`config.mk`:
```
export PLATFORM = sky130hd
export DESIGN_NAME = bed_divider
export DESIGN_NICKNAME = d
export VERILOG_FILES = /design/src/hdl/bed_pkg.sv /design/src/hdl/bed_divider.sv
export SDC_FILE = /design/constraint.sdc
export NUM_CORES = 1
export LEC_CHECK = 0
export BUFFER_PORTS_ARGS = -buffer_cell sky130_fd_sc_hd__clkbuf_2
export CORE_AREA = 2 2 144 146
export DETAILED_ROUTE_END_ITERATION = 8
export DIE_AREA = 0 0 146 148
export PLACE_DENSITY = 0.82
export SYNTH_ARGS = -nofsm -noshare
export SYNTH_HDL_FRONTEND = slang
export SYNTH_SLANG_ARGS = --single-unit
```
`constraint.sdc`:
```
create_clock -name clk -period 8.94 [get_ports clk]
set_input_delay 0.894 -clock clk [delete_from_list [all_inputs] [get_ports clk]]
set_output_delay 0.894 -clock clk [all_outputs]
set_load 0.01 [all_outputs]
```
`src/hdl/bed_pkg.sv`:
```
// shared types and constants of the broadcast element-wise divider
// no dependencies; compiled first
package bed_pkg;

  localparam int ADDR_W = 40;
  localparam int DATA_W = 32;
  localparam int APB_DW = 64;
  localparam int APB_AW = 6;

  localparam logic [ADDR_W-1:0] EXT_RESET = 40'h01_0101_0101;
  localparam logic signed [DATA_W-1:0] QMAX = 32'sh7fff_ffff;
  localparam logic signed [DATA_W-1:0] QMIN = 32'sh8000_0000;

  // status of the address walker toward the top level
  typedef struct packed {
    logic ready;
    logic done;
  } walk_stat_t;

  // status of the serial divider toward the top level
  typedef struct packed {
    logic busy;
    logic done;
  } div_stat_t;

endpackage

```
`src/hdl/bed_divider.sv`:
```
// bit-serial restoring divider, one quotient bit per cycle, with saturation and clamp
// depends on bed_pkg
module bed_divider (
  input  logic clk,
  input  logic rst,
  input  logic start,
  input  logic signed [bed_pkg::DATA_W-1:0] dividend,
  input  logic signed [bed_pkg::DATA_W-1:0] divisor,
  input  logic signed [bed_pkg::DATA_W-1:0] clamp_min,
  input  logic signed [bed_pkg::DATA_W-1:0] clamp_max,
  output bed_pkg::div_stat_t stat,
  output logic signed [bed_pkg::DATA_W-1:0] quotient,
  output logic zero_divisor
);
  import bed_pkg::*;

  typedef enum logic [1:0] {D_IDLE, D_RUN, D_FIN, D_DONE} dstate_t;

  dstate_t state;
  logic [DATA_W:0] rem;
  logic [DATA_W-1:0] quo;
  logic [DATA_W-1:0] dmag;
  logic neg;
  logic zero;
  logic [4:0] cnt;

  logic [DATA_W:0] shifted;
  logic [DATA_W+1:0] diff;
  logic signed [DATA_W:0] qmag;
  logic signed [DATA_W:0] qs;
  logic signed [DATA_W-1:0] qsat;
  logic signed [DATA_W-1:0] qlo;
  logic signed [DATA_W-1:0] qfin;

  // one restoring step
  always_comb begin
    shifted = {rem[DATA_W-1:0], quo[DATA_W-1]};
    diff = {1'b0, shifted} - {2'b00, dmag};
  end

  // sign fix, saturation of the most negative over minus one, then clamp
  always_comb begin
    qmag = $signed({1'b0, quo});
    qs = neg ? -qmag : qmag;
    if (qs > $signed({1'b0, QMAX})) begin
      qsat = QMAX;
    end else begin
      qsat = qs[DATA_W-1:0];
    end
    qlo = (qsat < clamp_min) ? clamp_min : qsat;
    qfin = (qlo > clamp_max) ? clamp_max : qlo;
  end

  always_ff @(posedge clk) begin
    if (rst) begin
      state <= D_IDLE;
    end else begin
      case (state)
        D_IDLE, D_DONE: begin
          if (start) begin
            rem <= '0;
            quo <= dividend[DATA_W-1] ? DATA_W'(-dividend) : DATA_W'(dividend);
            dmag <= divisor[DATA_W-1] ? DATA_W'(-divisor) : DATA_W'(divisor);
            neg <= dividend[DATA_W-1] ^ divisor[DATA_W-1];
            zero <= (divisor == '0);
            cnt <= 5'd31;
            state <= D_RUN;
          end
        end
        D_RUN: begin
          if (diff[DATA_W+1]) begin
            rem <= shifted;
            quo <= {quo[DATA_W-2:0], 1'b0};
          end else begin
            rem <= diff[DATA_W:0];
            quo <= {quo[DATA_W-2:0], 1'b1};
          end
          cnt <= cnt - 5'd1;
          if (cnt == 5'd0) begin
            state <= D_FIN;
          end
        end
        D_FIN: begin
          quotient <= zero ? '0 : qfin;
          zero_divisor <= zero;
          state <= D_DONE;
        end
        default: state <= D_IDLE;
      endcase
    end
  end

  assign stat.busy = (state == D_RUN) || (state == D_FIN);
  assign stat.done = (state == D_DONE);

  // a divide-by-zero result is never clamped
  a_zero_q: assert property (@(posedge clk) disable iff (rst)
    (state == D_DONE) && zero_divisor |-> quotient == '0)
    else $error("zero divisor result not zero");
  // the division moves on to its finish once the counter runs out
  a_fin: assert property (@(posedge clk) disable iff (rst)
    (state == D_RUN) && (cnt == 5'd0) |=> state == D_FIN)
    else $error("divider did not finish");
  // the stored remainder stays below the divisor
  a_rem: assert property (@(posedge clk) disable iff (rst)
    (state == D_RUN) && !zero |-> rem < {1'b0, dmag})
    else $error("remainder out of range");

endmodule

```
# After elaboration in Yosys (flattened, before gate mapping)
# Cells that the tools add are included.
[word_totals]
ff_bits = 138
input_bits = 131
[op_classes]
n_eq_ne = 5
n_bitwise = 2
muxes = 17
add_sub_neg = 5
reduce_logical = 10
order_cmp = 3
[ops]
columns = ["op", "n"]
rows = [
  ["$mux 32", 7],
  ["$pmux 32 s2", 2],
  ["$neg 32->32", 2],
  ["$sub 33x32->34", 1],
  ["$gt 33x32->1 const B", 1],
  ["$mux 33", 1],
  ["$neg 32->33", 1],
  ["$gt 32x32->1", 1],
  ["$logic_not 32->1", 1],
  ["$lt 32x32->1", 1],
  ["$mux 31", 1],
  ["$pmux 5 s2", 1],
  ["$pmux 2 s3", 1],
  ["$reduce_and 3->1", 2],
  ["$logic_not 5->1", 1],
  ["$mux 5", 1],
  ["$sub 5x1->5 const B", 1],
  ["$eq 2x2->1 const B", 2],
  ["$mux 2", 2],
  ["$ne 2x2->1 const B", 2],
  ["$reduce_and 2->1", 2],
  ["$eq 2x1->1 const B", 1],
  ["$logic_not 2->1", 1],
  ["$reduce_bool 2->1", 1],
  ["other kinds (5)", 5],
]

# Logic depth before layout (Yosys ltp)
[depth]
depth_word = 8
depth_mapped = 30

# Worst setup path after synthesis
# No wires, ideal clock.
[synth_timing]
path_kind = "register -> register"
from = "register quo[5]"
to = "register quotient[17] (netlist bit), data pin"
setup_time_ns = 0.147
arrival_time_ns = 7.141
required_time_ns = 8.793
path_slack_ns = 1.651
period_less_slack_ns = 7.289
path_stages_with_launch = 27
n_path_buf = 3
cell_sequence = "edfxtp_1 or4_2 nor3_1 nand3_1 nor4_1 a21oi_1 clkbuf_8 nand2_1 ha_1 a21o_1 a21oi_1 and2b_2 or4_2 o21ba_2 a211oi_4 buf_6 mux2_4 ha_1 nand4_1 nor4_1 nand3_1 or4_1 o21bai_1 a21oi_1 clkdlybuf4s50_2 o21ai_0 a21oi_1"
[synth_via]
elab_chain_cells = 8
[synth_lines]
columns = ["element", "line_no", "rtl"]
rows = [
  ["from (decl)", "bed_divider.sv:21", "logic [DATA_W-1:0] quo;"],
  ["from (signal assigned)", "bed_divider.sv:62", "quo <= dividend[DATA_W-1] ? DATA_W'(-dividend) : DATA_W'(dividend);"],
  ["from (signal assigned)", "bed_divider.sv:73", "quo <= {quo[DATA_W-2:0], 1'b0};"],
  ["from (signal assigned)", "bed_divider.sv:76", "quo <= {quo[DATA_W-2:0], 1'b1};"],
  ["$neg 32->33", "bed_divider.sv:44", "qs = neg ? -qmag : qmag;"],
  ["$mux 33 (*)", "bed_divider.sv:44", ""],
  ["$gt 33x32->1", "bed_divider.sv:45", "if (qs > $signed({1'b0, QMAX})) begin"],
  ["$mux 32 (*)", "bed_divider.sv:45", ""],
  ["$lt 32x32->1", "bed_divider.sv:50", "qlo = (qsat < clamp_min) ? clamp_min : qsat;"],
  ["$mux 32 (*)", "bed_divider.sv:50", ""],
  ["$gt 32x32->1", "bed_divider.sv:51", "qfin = (qlo > clamp_max) ? clamp_max : qlo;"],
  ["$mux 32 (*)", "bed_divider.sv:51", ""],
  ["to (signal assigned)", "bed_divider.sv:84", "quotient <= zero ? '0 : qfin;"],
  ["to (decl)", "bed_divider.sv:12", "output logic signed [bed_pkg::DATA_W-1:0] quotient,"],
]
# Every way passes the cells marked *; elsewhere a longest branch is shown, timed or not.
# A chain may end at the register's enable or synchronous reset.

# Final worst setup path
[layout_timing]
from = "register quo[6]"
to = "register quotient[31] (netlist bit), data pin"
# Same word-level chain as after synthesis.

==> impl_metrics.ini <==
[status]
outcome = finished clean

[critical_path]
critical_path_class = flip-flop to flip-flop
slowest_delay_ns = 1.04
crit_buf_inv = 1
r2r_slack_ns = 0.58
path_delay_family = simple AND/OR/NAND/NOR gates
end_kind = flip-flop
critical_path.max_fanout = 34
r2r_cells = 23
arrival_ns = 8.59
rr_endpoint = quotient[31]
r2r-start = quo[6]
start_kind = flip-flop
worstPathCellList = or4_2 > nor3_1 > nand3_1 > nor4_1 > a21oi_2 > nand2_1 > ha_1 > a21o_1 > a21oi_1 > and2b_2 > or4_2 > o21ba_2 > a211oi_4 > buf_4 > mux2_4 > ha_1 > nand2_1 > nor4_1 > nand4_1 > o211ai_1 > o31a_1 > a21oi_1 > a311oi_1
cp.required_ns = 9.17
cpMaxStageDelayCell = o31a_1

[power_and_ir_drop]
power_density_nw_per_um2 = 286
clockPowerShare_pct = 18.9
peakVddDrop_mv = 0.150
p_int_uw = 2220
leakagePower_uw = 0.00578
swShare_pct = 41.2
p_switching_uw = 1560
power_frac_comb_pct = 52.6
sequentialPowerShare_pct = 28.5

[route]
wl_met1_um = 11100
wl_met3_um = 1720
wire_per_inst_um = 15.8
wirelength_um = 26700
met2WireLength_um = 13300
num_vias = 9860
vias_per_cell = 5.84
dr.pass1.iters = 6
routed.top_layer = met5
ant_nets = 0
drc = 0
drt_iter0_drc = 637

[worst_hold_path]
hold_start = state[1]
holdPathEnd = state[1]
min_path_cells = 2
holdCritPathClass = flip-flop to flip-flop

[flow_run]
drv_cap = 0

[die]
die_h_um = 148
ioPinCount = 166
die-area_um2 = 21600
start_util_pct = 58.4
std_cell_rows = 52
die_w_um = 146
core_region_area_um2 = 20000

[placement]
io_buffers = 165
dp_hpwl_um = 20500
gp_congestion = 0.968

[timing]
maxSlewViolCount = 0
fin_tns_setup_ns = 0
final.period_utilization_pct = 93.5
rsz0062_at_grt = false
worst-slew-pin-transition_ns = 1.29
hold_ws_ns = 0.554
finClkSkew_ns = 0.0110
hold_viol_final = 0
period_minus_slack_ns = 8.36
slew_headroom_pct = 14.2
timing.fmax_mhz = 120
finalSetupViolations = 0

[global_route]
grt_first_pass_wirelength_um = 44900
grtUsageTotal_pct = 25.3
antenna_found_initial = 4
grt_pass1_vias = 9570
grt_overflow = 0
grt_max_degree = 76

[clock_network]
cts_max_path_buffers = 2
clk_latency_ns = 0.43
cts.repair.resized = 0
ctsHtreeMaxLevel = 4
clk_pin_slew_worst_paths_ns = 0.06
cts-root-buf = clkbuf_16
cts.sinks = 138
hold_buffers = 0
cts_setup_buffers = 0
cts_tree = built
cts_buffers = 17

[layout]
nFillCells = 1631
nets = 1640
syn_to_final_growth_pct = 13.0
multiInputGateArea_um2 = 6770
register_area_um2 = 4120
drive_gt1_share_pct = 18.9

[logic_synthesis]
async_flop_share_pct = 0
synthCells = 1257
synth_ff_type = edfxtp_1
ys_seq_area_share_pct = 35.3
synth.avg_cell_area_um2 = 9.30
synth_cell_types = 75
syn_area_um2 = 11700
synth_seq_cells = 138
syn_nets = 1492
yosys_warnings = 0
synth_edf_count = 136
## sequential cells by signal (all words and copies together) (netlist names)
signal,flops
zero,1
quotient,32
state,2
dmag,32
cnt,5
quo,32
neg,1
rem,32
zero_divisor,1
## stage by stage
| step | setup WS, ns | total power, uW | cell area (um^2) | util [%] | cells |
|---|---|---|---|---|---|
| global placement | 0.933 | 2990 | 12600 | 63.0 | 1656 |
| floorplan | 1.65 | 2670 | 11700 | - | 1257 |
| detailed placement | 0.724 | 3050 | 12600 | 63.0 | 1656 |
| CTS | 0.707 | 3780 | 13200 | 66.0 | 1688 |
| finish | 0.580 | 3790 | 13200 | 66.0 | 1689 |
| global route | 0.000382 | 4070 | 13200 | 66.0 | 1688 |
## placed cells by master, fill, tap and decap left out, types with 13 or more instances in the layout
cell	netlist	layout
clkbuf_2	0	165
edfxtp_1	136	136
inv_1	126	126
nand2_1	117	117
o21ai_0	116	116
ha_1	103	102
a21oi_1	73	72
nor2_1	66	65
xor2_1	61	61
xnor2_1	54	54
nand3_1	45	45
mux2_4	29	29
mux2i_1	26	26
o31ai_1	26	25
nor3_1	21	20
a21o_1	20	20
or3_1	19	19
clkbuf_16	0	17
o21a_1	14	14
o41ai_1	13	13
buf_4	0	13
## cell families (layout without fill, tap and decap cells)
logic type,after synthesis,after routing,synth area share (%)
muxes,58,58,6.24
other,0,1,0
DFF,138,138,35.3
AOI/OAI and AO/OA,328,328,17.4
buffers and inverters,175,336,7.19
xor gates and xnor gates,115,115,8.61
adders and majority gates,104,104,11.2
and+or+nand+nor,339,339,14.1
## per-layer routing
layer  GRT usage (%)  up-vias
met1            30.1     4575
met2            45.5      345
met5               0        -
met3            4.81       53
li1                -     4883
met4            9.27        4
## worst register-to-register path: stages (launching register included)
cell and delay, ns:
edfxtp_1 0.42, or4_2 0.76, nor3_1 0.52, nand3_1 0.30, nor4_1 0.30, a21oi_2 0.15, nand2_1 0.14, ha_1 0.25
a21o_1 0.18, a21oi_1 0.13, and2b_2 0.23, or4_2 0.54, o21ba_2 0.25, a211oi_4 0.51, buf_4 0.31, mux2_4 0.33
ha_1 0.27, nand2_1 0.08, nor4_1 0.45, nand4_1 0.24, o211ai_1 0.29, o31a_1 1.04, a21oi_1 0.18, a311oi_1 0.29
## power groups by stage
stage	clock [uW]	combinational, uW	sequential [uW]
3_5_place_dp	0	1960	1090
2_1_floorplan	0	1600	1070
3_3_place_gp	0	1910	1080
4_1_cts	724	1980	1080
6_report	717	1990	1080
5_1_grt	749	2230	1090
## cells in the mapped netlist (5+ instances only)
cell type | n | area [um^2]
edfxtp_1 | 136 | 4080
inv_1 | 126 | 473
nand2_1 | 117 | 439
o21ai_0 | 116 | 581
ha_1 | 103 | 1290
a21oi_1 | 73 | 365
nor2_1 | 66 | 248
xor2_1 | 61 | 534
xnor2_1 | 54 | 473
nand3_1 | 45 | 225
mux2_4 | 29 | 435
mux2i_1 | 26 | 260
o31ai_1 | 26 | 195
clkbuf_1 | 23 | 86.3
nor3_1 | 21 | 105
a21o_1 | 20 | 150
or3_1 | 19 | 119
o21a_1 | 14 | 105
o41ai_1 | 13 | 114
a211oi_1 | 12 | 90.1
clkbuf_8 | 12 | 165
nand4_1 | 12 | 75.1
nor4_1 | 10 | 62.6
or4_1 | 10 | 75.1
o211ai_1 | 8 | 60.1
a31oi_1 | 7 | 43.8
nand2b_1 | 7 | 43.8
nor2b_1 | 6 | 37.5
o21ai_1 | 6 | 30.0
buf_6 | 5 | 56.3
## final cells by class
class / instances / share of cell area, %
multi-input cells: 944 / 51.2
flip-flops and latches: 138 / 31.2
repair buffers: 178 / 6.99
inverters: 126 / 3.58
clock buffers: 17 / 3.22
well taps: 270 / 2.56
clock inverters: 15 / 1.21
diodes: 1 / 0.0189
## worst max path at each step
stage | startpoint | end | slack, ns | cells past startpoint
global placement | quo[5] | quotient[31] | 0.93 | 23
CTS | quo[6] | quotient[31] | 0.71 | 23
global route | quo[5] | quotient[31] | 0.0004 | 24
finish | quo[6] | quotient[31] | 0.58 | 23
floorplan | quo[5] | quotient[17] | 1.65 | 26
detailed placement | quo[5] | quotient[31] | 0.72 | 23
Power figures use the tool's default switching activity.
